--- config.mk ---
export PLATFORM = sky130hd
export DESIGN_NAME = cyrillic_case_transcoder
export DESIGN_NICKNAME = d
export VERILOG_FILES = /design/src/rtl/core/ccxc_pkg.sv /design/src/rtl/core/ccxc_front.sv /design/src/rtl/core/ccxc_queue.sv /design/src/rtl/core/ccxc_back.sv /design/src/rtl/core/cyrillic_case_transcoder.sv
export SDC_FILE = /design/constraint.sdc
export NUM_CORES = 1
export LEC_CHECK = 0
export BUFFER_PORTS_ARGS = -buffer_cell sky130_fd_sc_hd__buf_4
export CORE_MARGIN = 2
export CORE_UTILIZATION = 53
export DETAILED_ROUTE_END_ITERATION = 10
export GPL_TIMING_DRIVEN = 0
export PLACE_DENSITY = 0.8
export REMOVE_ABC_BUFFERS = 1
export SLEW_MARGIN = 20
export SYNTH_ARGS = -nofsm -noshare
export SYNTH_HDL_FRONTEND = slang
export SYNTH_SLANG_ARGS = --single-unit
--- constraint.sdc ---
create_clock -name clock -period 2.9 [get_ports clock]
set_input_delay 0.145 -clock clock [delete_from_list [all_inputs] [get_ports clock]]
set_output_delay 0.145 -clock clock [all_outputs]
set_load 0.01 [all_outputs]
--- src/rtl/core/ccxc_pkg.sv ---
// ----------------------------------------------------------------------------
// Cyrillic case transcoder package
// Shared types, code constants and the byte conversion functions used by
// the front end, the word queue and the back end.
// ----------------------------------------------------------------------------
package ccxc_pkg;

   // Encoding mode register codes. Code 3 behaves as the plain single-byte mode.
   localparam logic [1:0] MODE_UTF8     = 2'd0;
   localparam logic [1:0] MODE_SB_CASE  = 2'd1;
   localparam logic [1:0] MODE_SB_PLAIN = 2'd2;

   // UTF-8 Cyrillic lead bytes and tails.
   localparam logic [7:0] LEAD_LO      = 8'hD0;
   localparam logic [7:0] LEAD_HI      = 8'hD1;
   localparam logic [7:0] CASE_DELTA   = 8'h20;
   localparam logic [7:0] YO_UP_TAIL   = 8'h81;
   localparam logic [7:0] YO_LO_TAIL   = 8'h91;

   // Single-byte code page values.
   localparam logic [7:0] CP_A_UP      = 8'd192;
   localparam logic [7:0] CP_YA_UP     = 8'd223;
   localparam logic [7:0] CP_A_LO      = 8'd224;
   localparam logic [7:0] CP_PAGE_HI   = 8'd240;
   localparam logic [7:0] CP_OFF_LO    = 8'd48;
   localparam logic [7:0] CP_OFF_HI    = 8'd112;
   localparam logic [7:0] CP_YO_UP     = 8'd168;
   localparam logic [7:0] CP_YO_LO     = 8'd184;

   // One queued unit of work: one or two output bytes of a single input word.
   typedef struct packed {
      logic       pair;
      logic [7:0] b0;
      logic [7:0] b1;
      logic       str_end;
   } entry_type;

   // Queue status seen by the front and back ends.
   typedef struct packed {
      logic full;
      logic empty;
   } qstat_type;

   typedef struct packed {
      logic [7:0] b0;
      logic [7:0] b1;
   } byte_pair_type;

   function automatic logic [7:0] ascii_case(input logic [7:0] c, input logic up);
      logic [7:0] r;
      r = c;
      if (up) begin
         if (c >= 8'h61 && c <= 8'h7A) r = c - CASE_DELTA;
      end else begin
         if (c >= 8'h41 && c <= 8'h5A) r = c + CASE_DELTA;
      end
      return r;
   endfunction

   // Re-case a two-byte Cyrillic sequence; pairs without a case partner pass.
   function automatic byte_pair_type recase_pair(input logic [7:0] s1,
                                                 input logic [7:0] s2,
                                                 input logic up);
      byte_pair_type r;
      r.b0 = s1;
      r.b1 = s2;
      if (!up) begin
         if (s1 == LEAD_LO && s2 >= 8'h90 && s2 <= 8'h9F) begin
            r.b0 = LEAD_LO;
            r.b1 = s2 + CASE_DELTA;
         end else if (s1 == LEAD_LO && s2 >= 8'hA0 && s2 <= 8'hAF) begin
            r.b0 = LEAD_HI;
            r.b1 = s2 - CASE_DELTA;
         end else if (s1 == LEAD_LO && s2 == YO_UP_TAIL) begin
            r.b0 = LEAD_HI;
            r.b1 = YO_LO_TAIL;
         end
      end else begin
         if (s1 == LEAD_HI && s2 >= 8'h80 && s2 <= 8'h8F) begin
            r.b0 = LEAD_LO;
            r.b1 = s2 + CASE_DELTA;
         end else if (s1 == LEAD_LO && s2 >= 8'hB0 && s2 <= 8'hBF) begin
            r.b0 = LEAD_LO;
            r.b1 = s2 - CASE_DELTA;
         end else if (s1 == LEAD_HI && s2 == YO_LO_TAIL) begin
            r.b0 = LEAD_LO;
            r.b1 = YO_UP_TAIL;
         end
      end
      return r;
   endfunction

   // Single-byte code page to UTF-8; ASCII is always re-cased, Cyrillic only with do_case.
   function automatic entry_type sb_convert(input logic [7:0] c_in,
                                            input logic       do_case,
                                            input logic       up,
                                            input logic       str_end);
      entry_type  e;
      logic [7:0] c;
      c         = c_in;
      e.pair    = 1'b0;
      e.b0      = c_in;
      e.b1      = '0;
      e.str_end = str_end;
      if (c_in < 8'h80) begin
         e.b0 = ascii_case(c_in, up);
      end else begin
         if (do_case) begin
            if (!up) begin
               if (c >= CP_A_UP && c <= CP_YA_UP) c = c + CASE_DELTA;
               else if (c == CP_YO_UP)            c = CP_YO_LO;
            end else begin
               if (c >= CP_A_LO)        c = c - CASE_DELTA;
               else if (c == CP_YO_LO)  c = CP_YO_UP;
            end
         end
         if (c >= CP_A_UP) begin
            e.pair = 1'b1;
            e.b0   = (c < CP_PAGE_HI) ? LEAD_LO : LEAD_HI;
            e.b1   = (c < CP_PAGE_HI) ? (c - CP_OFF_LO) : (c - CP_OFF_HI);
         end else if (c == CP_YO_LO) begin
            e.pair = 1'b1;
            e.b0   = LEAD_HI;
            e.b1   = YO_LO_TAIL;
         end else if (c == CP_YO_UP) begin
            e.pair = 1'b1;
            e.b0   = LEAD_LO;
            e.b1   = YO_UP_TAIL;
         end else begin
            e.b0 = c;
         end
      end
      return e;
   endfunction

endpackage

--- src/rtl/core/ccxc_front.sv ---
// ----------------------------------------------------------------------------
// Cyrillic case transcoder front end
// Accepts input words, tracks the UTF-8 sequence state and turns each word
// that produces output into a queue entry of one or two output bytes.
// ----------------------------------------------------------------------------
module ccxc_front (
   input  logic                 clock,
   input  logic                 reset,
   input  logic                 csr_write_enable,
   input  logic [1:0]           csr_encoding_mode,
   input  logic                 req_valid,
   output logic                 req_stall,
   input  logic [7:0]           req_data_byte,
   input  logic                 req_to_upper,
   input  logic                 req_string_end,
   input  ccxc_pkg::qstat_type  qstat,
   output logic                 push,
   output ccxc_pkg::entry_type  push_entry
);
   import ccxc_pkg::*;

   logic [1:0]    mode_ff;
   logic          lead_pending_ff, lead_pending_in;
   logic          lead_hi_ff, lead_hi_in;
   logic [1:0]    pass_left_ff, pass_left_in;
   logic          has_out;
   logic          take;
   entry_type     ent;
   byte_pair_type rp;

   assign req_stall = qstat.full;
   assign take      = req_valid && !qstat.full;

   always_comb begin
      lead_pending_in = lead_pending_ff;
      lead_hi_in      = lead_hi_ff;
      pass_left_in    = pass_left_ff;
      has_out         = 1'b1;
      ent.pair        = 1'b0;
      ent.b0          = req_data_byte;
      ent.b1          = '0;
      ent.str_end     = req_string_end;
      rp = recase_pair(lead_hi_ff ? LEAD_HI : LEAD_LO, req_data_byte, req_to_upper);
      if (mode_ff == MODE_UTF8) begin
         if (lead_pending_ff) begin
            ent.pair        = 1'b1;
            ent.b0          = rp.b0;
            ent.b1          = rp.b1;
            lead_pending_in = 1'b0;
            lead_hi_in      = 1'b0;
         end else if (pass_left_ff != 2'd0) begin
            pass_left_in = pass_left_ff - 2'd1;
         end else if (req_data_byte < 8'h80) begin
            ent.b0 = ascii_case(req_data_byte, req_to_upper);
         end else if (req_data_byte == LEAD_LO || req_data_byte == LEAD_HI) begin
            // A lead on the last byte of a string goes out alone.
            if (!req_string_end) begin
               has_out         = 1'b0;
               lead_pending_in = 1'b1;
               lead_hi_in      = (req_data_byte == LEAD_HI);
            end
         end else if ((req_data_byte & 8'hE0) == 8'hC0) begin
            pass_left_in = 2'd1;
         end else if ((req_data_byte & 8'hF0) == 8'hE0) begin
            pass_left_in = 2'd2;
         end else begin
            pass_left_in = 2'd3;
         end
         if (req_string_end) begin
            lead_pending_in = 1'b0;
            lead_hi_in      = 1'b0;
            pass_left_in    = 2'd0;
         end
      end else begin
         lead_pending_in = 1'b0;
         lead_hi_in      = 1'b0;
         pass_left_in    = 2'd0;
         ent = sb_convert(req_data_byte, mode_ff == MODE_SB_CASE, req_to_upper,
                          req_string_end);
      end
   end

   assign push       = take && has_out;
   assign push_entry = ent;

   always_ff @(posedge clock) begin
      if (reset) begin
         mode_ff         <= MODE_UTF8;
         lead_pending_ff <= 1'b0;
         lead_hi_ff      <= 1'b0;
         pass_left_ff    <= 2'd0;
      end else if (csr_write_enable) begin
         mode_ff         <= csr_encoding_mode;
         lead_pending_ff <= 1'b0;
         lead_hi_ff      <= 1'b0;
         pass_left_ff    <= 2'd0;
      end else if (take) begin
         lead_pending_ff <= lead_pending_in;
         lead_hi_ff      <= lead_hi_in;
         pass_left_ff    <= pass_left_in;
      end
   end

endmodule

--- src/rtl/core/ccxc_queue.sv ---
// ----------------------------------------------------------------------------
// Cyrillic case transcoder word queue
// Small first-in first-out buffer of entries between front and back end.
// ----------------------------------------------------------------------------
module ccxc_queue #(
   parameter int DEPTH = 4
) (
   input  logic                 clock,
   input  logic                 reset,
   input  logic                 push,
   input  ccxc_pkg::entry_type  push_entry,
   input  logic                 pop,
   output ccxc_pkg::entry_type  pop_entry,
   output ccxc_pkg::qstat_type  qstat
);
   import ccxc_pkg::*;

   localparam int PTR_W = (DEPTH > 1) ? $clog2(DEPTH) : 1;
   localparam int CNT_W = PTR_W + 1;

   entry_type          slots_ff [DEPTH];
   logic [PTR_W-1:0]   wr_ptr_ff;
   logic [PTR_W-1:0]   rd_ptr_ff;
   logic [CNT_W-1:0]   count_ff;
   logic               do_push;
   logic               do_pop;

   assign qstat.full  = (count_ff == CNT_W'(DEPTH));
   assign qstat.empty = (count_ff == '0);
   assign do_push     = push && !qstat.full;
   assign do_pop      = pop && !qstat.empty;
   assign pop_entry   = slots_ff[rd_ptr_ff];

   always_ff @(posedge clock) begin
      if (do_push) begin
         slots_ff[wr_ptr_ff] <= push_entry;
      end
   end

   // Pointers wrap at the last slot, so any depth works.
   always_ff @(posedge clock) begin
      if (reset) begin
         wr_ptr_ff <= '0;
         rd_ptr_ff <= '0;
         count_ff  <= '0;
      end else begin
         if (do_push) begin
            wr_ptr_ff <= (wr_ptr_ff == PTR_W'(DEPTH - 1)) ? '0 : wr_ptr_ff + PTR_W'(1);
         end
         if (do_pop) begin
            rd_ptr_ff <= (rd_ptr_ff == PTR_W'(DEPTH - 1)) ? '0 : rd_ptr_ff + PTR_W'(1);
         end
         if (do_push && !do_pop)      count_ff <= count_ff + CNT_W'(1);
         else if (do_pop && !do_push) count_ff <= count_ff - CNT_W'(1);
      end
   end

endmodule

--- src/rtl/core/ccxc_back.sv ---
// ----------------------------------------------------------------------------
// Cyrillic case transcoder back end
// Drains queue entries into the output register, one byte per word.
// ----------------------------------------------------------------------------
module ccxc_back (
   input  logic                 clock,
   input  logic                 reset,
   input  ccxc_pkg::qstat_type  qstat,
   input  ccxc_pkg::entry_type  pop_entry,
   output logic                 pop,
   output logic                 rsp_valid,
   input  logic                 rsp_stall,
   output logic [7:0]           rsp_out_byte,
   output logic                 rsp_run_last,
   output logic                 rsp_string_last
);
   import ccxc_pkg::*;

   logic       rsp_valid_ff;
   logic [7:0] rsp_byte_ff;
   logic       rsp_run_last_ff;
   logic       rsp_str_last_ff;
   logic       sec_valid_ff;
   logic [7:0] sec_byte_ff;
   logic       sec_end_ff;
   logic       out_free;

   assign out_free = !rsp_valid_ff || !rsp_stall;
   assign pop      = out_free && !sec_valid_ff && !qstat.empty;

   always_ff @(posedge clock) begin
      if (reset) begin
         rsp_valid_ff <= 1'b0;
         sec_valid_ff <= 1'b0;
      end else if (out_free) begin
         if (sec_valid_ff) begin
            rsp_valid_ff <= 1'b1;
            sec_valid_ff <= 1'b0;
         end else if (!qstat.empty) begin
            rsp_valid_ff <= 1'b1;
            sec_valid_ff <= pop_entry.pair;
         end else begin
            rsp_valid_ff <= 1'b0;
         end
      end
   end

   always_ff @(posedge clock) begin
      if (out_free) begin
         if (sec_valid_ff) begin
            rsp_byte_ff     <= sec_byte_ff;
            rsp_run_last_ff <= 1'b1;
            rsp_str_last_ff <= sec_end_ff;
         end else if (!qstat.empty) begin
            rsp_byte_ff     <= pop_entry.b0;
            rsp_run_last_ff <= !pop_entry.pair;
            rsp_str_last_ff <= pop_entry.str_end && !pop_entry.pair;
            sec_byte_ff     <= pop_entry.b1;
            sec_end_ff      <= pop_entry.str_end;
         end
      end
   end

   assign rsp_valid       = rsp_valid_ff;
   assign rsp_out_byte    = rsp_byte_ff;
   assign rsp_run_last    = rsp_run_last_ff;
   assign rsp_string_last = rsp_str_last_ff;

endmodule

--- src/rtl/core/cyrillic_case_transcoder.sv ---
// Path: a word's bytes pass through the word queue and the output register;
// a held Cyrillic lead yields its bytes with the next word.
// Throughput: one input word per cycle; a two-byte word holds the output for both
// its bytes, the word queue absorbs this and the input stalls only while it is full.
// Reset: synchronous, active high; clears the mode to UTF-8, the sequence
// state, the word queue and the output register.
// ----------------------------------------------------------------------------
// Cyrillic case transcoder
// Converts a byte stream to UTF-8 with case folding of ASCII and Cyrillic.
// ----------------------------------------------------------------------------
module cyrillic_case_transcoder #(
   parameter int QUEUE_DEPTH = 4
) (
   input  logic       clock,
   input  logic       reset,
   // Configuration register write port
   input  logic       csr_write_enable,
   input  logic [1:0] csr_encoding_mode,
   // Input word channel
   input  logic       req_valid,
   output logic       req_stall,
   input  logic [7:0] req_data_byte,
   input  logic       req_to_upper,
   input  logic       req_string_end,
   // Output word channel
   output logic       rsp_valid,
   input  logic       rsp_stall,
   output logic [7:0] rsp_out_byte,
   output logic       rsp_run_last,
   output logic       rsp_string_last
);
   import ccxc_pkg::*;

   // The front end classifies every accepted word against the current
   // sequence state (held Cyrillic lead, continuation bytes left) and builds
   // one queue entry holding all output bytes that word produces. Words that
   // produce nothing, such as a held lead, leave no entry.
   qstat_type qstat;
   entry_type push_entry;
   entry_type pop_entry;
   logic      push;
   logic      pop;

   ccxc_front u_front (
      .clock             (clock),
      .reset             (reset),
      .csr_write_enable  (csr_write_enable),
      .csr_encoding_mode (csr_encoding_mode),
      .req_valid         (req_valid),
      .req_stall         (req_stall),
      .req_data_byte     (req_data_byte),
      .req_to_upper      (req_to_upper),
      .req_string_end    (req_string_end),
      .qstat             (qstat),
      .push              (push),
      .push_entry        (push_entry)
   );

   // The queue decouples the two sides: the input keeps flowing while the
   // back end emits the second byte of a two-byte entry, and the input only
   // stalls once the queue has filled up.
   ccxc_queue #(
      .DEPTH (QUEUE_DEPTH)
   ) u_queue (
      .clock      (clock),
      .reset      (reset),
      .push       (push),
      .push_entry (push_entry),
      .pop        (pop),
      .pop_entry  (pop_entry),
      .qstat      (qstat)
   );

   // The back end emits the bytes of each entry in order through a registered
   // output, flagging the last byte of each word and of each string.
   ccxc_back u_back (
      .clock           (clock),
      .reset           (reset),
      .qstat           (qstat),
      .pop_entry       (pop_entry),
      .pop             (pop),
      .rsp_valid       (rsp_valid),
      .rsp_stall       (rsp_stall),
      .rsp_out_byte    (rsp_out_byte),
      .rsp_run_last    (rsp_run_last),
      .rsp_string_last (rsp_string_last)
   );

endmodule

### Word level (Yosys, flattened, before mapping)

Memories as Yosys holds them, arrays and structs flattened. A register that Yosys moved wholly into a read port is not among the register bits.
Cells that the tools add are included.
Widths: inputs -> output; s select.

* flip-flop bits (word level): 34
* bits of input ports: 17
* memories kept: 1
* memory bits (writable): 72

* mux-type cells: 78
* bitwise logic cells: 2
* eq/ne operators: 23
* magnitude comparators: 18
* reductions and logical operators: 41
* add/subtract/negate cells: 9

Memory list
* u_queue.slots_ff: words 4, bits a word 18, rd ports 1, clocked after Yosys merged registers in 1, wr ports 1, RTL line ccxc_queue.sv:21 `entry_type slots_ff [DEPTH];`

Operator list (count)
* $mux 8: 22
* $mux 16: 7
* $eq 8x8->1 const B: 10
* $ge 8x8->1 const B: 7
* $mux 17: 3
* $le 8x8->1 const B: 5
* $mux 1: 33
* $logic_and 1x1->1: 22
* $mux 2: 11
* $ge 8x7->1 const B: 2
* $le 8x7->1 const B: 2
* $lt 8x8->1 const B: 2
* $sub 8x6->8 const B: 2
* $ne 4x3->1 const B: 3
* $add 8x6->8 const B: 1
* $logic_not 1->1: 8
* $ne 4x4->1 const B: 2
* $reduce_and 4->1: 2
* $sub 8x7->8 const B: 1
* $eq 3x3->1 const B: 2
* $mux 3: 2
* $add 2x1->2 const B: 2
* $eq 2x2->1 const B: 2
* $eq 4x4->1 const B: 1
* 14 further kinds: 17

### Depth between registers and ports, before layout

* depth after elaboration: 13
* mapped depth: 11

### By module

Synthesis repeated with hierarchy kept, for this count alone.

* cell total of the unflattened synthesis: 391
* area, all modules: 5265.0 sq um

Modules (own cells, without submodules)
* ccxc_queue: cells an instance 144, area an instance 3099.2 sq um, times used 1
* ccxc_front: cells an instance 204, area an instance 1348.8 sq um, times used 1
* ccxc_back: cells an instance 43, area an instance 817.0 sq um, times used 1

### Least setup slack after synthesis

Ideal clock, no wire load.

* path kind: reg-to-reg
* start: register u_queue.count_ff[0]
* end: register u_queue.count_ff[2]
* slack: 0.168 ns
* cell stages (with the launch flop): 10
* period minus slack after synthesis: 2.732 ns
* required time: 2.830 ns
* arrival time: 2.662 ns
* library setup time: 0.070 ns
* cells stage by stage: dfxtp_1 nor3_1 a211oi_1 inv_1 ha_1 inv_1 fa_1 xor2_1 or3_1 a21oi_1

* longest elaborated chain between the ends: 8

RTL lines
* from (decl): RTL line ccxc_queue.sv:24 `logic [CNT_W-1:0] count_ff;`
* from (signal assigned): RTL line ccxc_queue.sv:53 `if (do_push && !do_pop) count_ff <= count_ff + CNT_W'(1);`
* from (signal assigned): RTL line ccxc_queue.sv:54 `else if (do_pop && !do_push) count_ff <= count_ff - CNT_W'(1);`
* $eq 3x3->1: RTL line ccxc_queue.sv:28 `assign qstat.full = (count_ff == CNT_W'(DEPTH));`
* $logic_not 1->1: RTL line ccxc_front.sv:32, ccxc_queue.sv:30
* $logic_and 1x1->1: RTL line ccxc_front.sv:32 `assign take = req_valid && !qstat.full;`
* $logic_and 1x1->1: RTL line ccxc_front.sv:83 `assign push = take && has_out;`
* $logic_and 1x1->1: RTL line ccxc_queue.sv:30 `assign do_push = push && !qstat.full;`
* $logic_not 1->1: RTL line ccxc_queue.sv:54
* $logic_and 1x1->1: RTL line ccxc_queue.sv:54
* $reduce_bool 2->1 (no source line)

Parallel ways exist; a longest one is shown, timed or not. The select of a mux whose other input is x is not followed.
A chain may end at the register's enable or synchronous reset.

### Final worst setup path

Same ends and word-level chain as after synthesis.

==> impl_metrics.yaml <==
timing:
  finalCritPeriodShare_pct: 90.3
  layout_setup_ws_ps: 282
  worstMarginPinSlew_ps: 1090
  setup_violations: 0
  finalMaxSlewViolations: 0
  finalHoldViolations: 0
  relSlewSlack_pct: 27.4
  fin_skew_ps: 14.1
  rsz0062_at_grt: "no"
  fmaxAchievable_ghz: 0.382
  min_period_ps: 2620
clocking:
  htreeDepth: 3
  clk_path_buf_depth: 2
  clock-sinks: 108
  clock_latency_ps: 360
  clk_pin_slew_worst_paths_ps: 90
  cts_tree: "yes"
  ctsRootBufferMaster: "clkbuf_8"
  numCtsBuffers: 9
floorplan:
  core_region_area_um2: 9640
  pin_count: 29
  dieArea_um2: 10600
  fp.dieH_um: 103
  die_width_um: 103
  rows: 36
  initial_utilization_pct: 53.8
job:
  drv_cap: 0
grt:
  grt_pass1_wl_um: 15600
  grt_max_degree: 21
  grt_usage_pct: 19.6
  overflow: 0
  antenna_found_initial: 0
  first_global_vias: 3058
drt:
  vias: 3236
  ant_nets: 0
  wl_um: 9690
  vias_per_cell: 5.98
  first_pass_iters: 5
  drt_iter0_drc: 217
  drc: 0
  wl_per_cell_um: 17.9
placed_design:
  routabilityCongestion: 0.936
  dp.cells: 521
  post-place-ws_ps: 24.8
  placed_area_um2: 5490
  dp.final_hpwl_um: 6720
  io_buffers: 28
logic_synthesis:
  synth_largest_area_cell: "edfxtp_1"
  synth_top_area_share_pct: 52.7
  synth_edf_count: 91
  async_flop_share_pct: 0
  yosys-top-cells-area: "edfxtp_1 53%, mux4_2 7.8%, dfxtp_1 6.6%, ha_1 2.9%, mux2_2 1.7%"
  seq_area_frac_synth_pct: 59.3
  netlist_instances: 378
  avgSynthCellArea_um2: 13.7
  ys_ff_latch: 108
  ys_warn_count: 0
  synth.distinct_cells: 70
  synth-main-ff-cell: "edfxtp_1"
  netlist_area_um2: 5180
cells_and_area:
  area_growth_pct: 10.1
  design_area_um2: 5710
  nFillCells: 767
  final_layout_size_suffix_gt1_share_pct: 21.1
  fin_nets: 433
  fin_cells: 541
  antennaDiodeCount: 0
power:
  internal-power_w: 0.00309
  comb_power_share_pct: 26.8
  p_seq_share_pct: 53.7
  leakage_nw: 1.96
  peakVddDrop_mv: 0.342
  p_clk_share_pct: 19.5
  p_sw_w: 0.00122
  power_w: 0.00431
  power.density_nw_per_um2: 755
  swShare_pct: 28.3
critical_path:
  worstSetupStartpointType: "flop"
  cp_max_fo: 7
  path_delay_family: "adder cells"
  path_cells: "nor3b_1 -> nor2b_2 -> o41a_1 -> ha_1 -> inv_1 -> fa_1 -> xor2_1 -> or3_1 -> a21oi_1"
  critical_path_class: "flop to flop"
  cpMaxStageDelayCell: "dfxtp_1"
  cp_data_required_time_ps: 3200
  arrival_ps: 2920
  end_kind: "flop"
  max_stage_delay_ps: 450
  path_buf_inv: 1
min_path:
  hold_path_class: "input pin to flop"
outcome:
  status: "finished clean"
==> path summary, 6_finish.rpt <==
path,slack [ps],end,cells after the start,startpoint
worst max-delay path,280,u_queue.count_ff[2]$_SDFFE_PP0P_,9,u_queue.count_ff[0]$_SDFFE_PP0P_
worst min-delay path,20,u_front.mode_ff[0]$_SDFFE_PP0P_,3,csr_encoding_mode[0]
worst max register to register,280,u_queue.count_ff[2]$_SDFFE_PP0P_,9,u_queue.count_ff[0]$_SDFFE_PP0P_
worst min register to register,520,u_back.rsp_valid$_SDFFE_PP0N_,2,u_back.rsp_valid$_SDFFE_PP0N_
==> metrics by stage <==
stage / hold slack, ps / setup TNS, ps / util (%)
global placement: 378 / -1500 / 56.7
floorplan: 214 / 0 / -
CTS: 3.07 / 0 / 58.9
global route: 6.60 / 0 / 59.2
finish: 18.3 / 0 / 59.2
detailed placement: 385 / 0 / 56.9
==> Yosys cell counts, types with 2 or more instances <==
cell      count
nand3b_1      2
o21ai_1       2
nand3_1      12
nor3_1        8
xor2_1        2
dfxtp_1      17
nor2_1       18
buf_2         8
and3b_1       2
and2_1       11
or3_1         5
a211o_1       3
nand4_1       7
o211ai_1      2
inv_1        12
ha_1         12
a41oi_1       2
nor3b_1       4
o32ai_1       2
a21oi_1      11
mux2i_1       8
edfxtp_1     91
a31oi_1       3
and3_1        6
o21ai_0      11
o311a_1       2
mux2_2        8
clkbuf_1      9
nand2b_1      5
nor2b_1       5
mux4_2       18
nand2_1      22
o31ai_1       4
a211oi_1      6
a32o_1        2
nor4_1        2
==> sequential cells by signal, summed over array words and instances, names as in the netlist, 2 cells and up, named ones only <==
signal	count
u_back.rsp_out_byte	8
u_queue.slots_ff	72
u_front.mode_ff	2
u_queue.wr_ptr_ff	2
u_front.pass_left_ff	2
u_queue.rd_ptr_ff	2
u_back.sec_byte_ff	8
u_queue.count_ff	3
==> cell type report <==
cell class	count	area, um2	area share [%]
clock buffers	15	178	3.11
clock inverters	1	7.51	0.132
inverters	13	48.8	0.855
multi-input cells	238	1980	34.7
flip-flops and latches	108	3070	53.9
well taps	133	166	2.92
repair buffers	33	254	4.45
==> cells by family after synthesis <==
family	Yosys count	synth area share, %
simple gates	121	13.6
flops	108	59.3
compound gates	68	9.68
mux	34	11.1
buf+inv	32	2.66
fa+ha+maj	13	3.28
xor+xnor	2	0.338
==> tightest hold or removal path, stage by stage <==
cell and delay, ps:
buf_4 80, mux2i_1 50, nor2_1 70
==> layout by cell type, fill, tap and decap left out, types with 12 or more instances in the layout <==
| master | instances |
|---|---|
| buf_4 | 31 |
| dfxtp_1 | 16 |
| edfxtp_1 | 91 |
| ha_1 | 12 |
| inv_1 | 12 |
| mux4_2 | 18 |
| nand2_1 | 22 |
| nand3_1 | 12 |
| nor2_1 | 18 |
==> layer usage <==
layer	wire, um	GRT usage [%]	vias up	share of wire [%]
met5	0	0	-	0
li1	-	-	1532	-
met3	498	4.20	12	5.1
met1	4180	25.7	1591	43
met4	136	5.36	0	1.4
met2	4870	33.5	101	50
==> power by group through the flow <==
stage               sequential (W)  clock [W]  combinational (W)
CTS                        0.00233   0.000855            0.00115
global route               0.00237   0.000915            0.00126
floorplan                  0.00233          0           0.000730
detailed placement         0.00237          0            0.00115
global placement           0.00235          0            0.00107
finish                     0.00231   0.000840            0.00115
==> repair_timing <==
item	4_1_cts	5_1_grt
hold buffers	1	0
endpoints found under the hold margin	1	0
setup endpoints to repair	0	1
resized for setup	0	1
buffers inserted	0	3
Power figures use the tool's default switching activity.
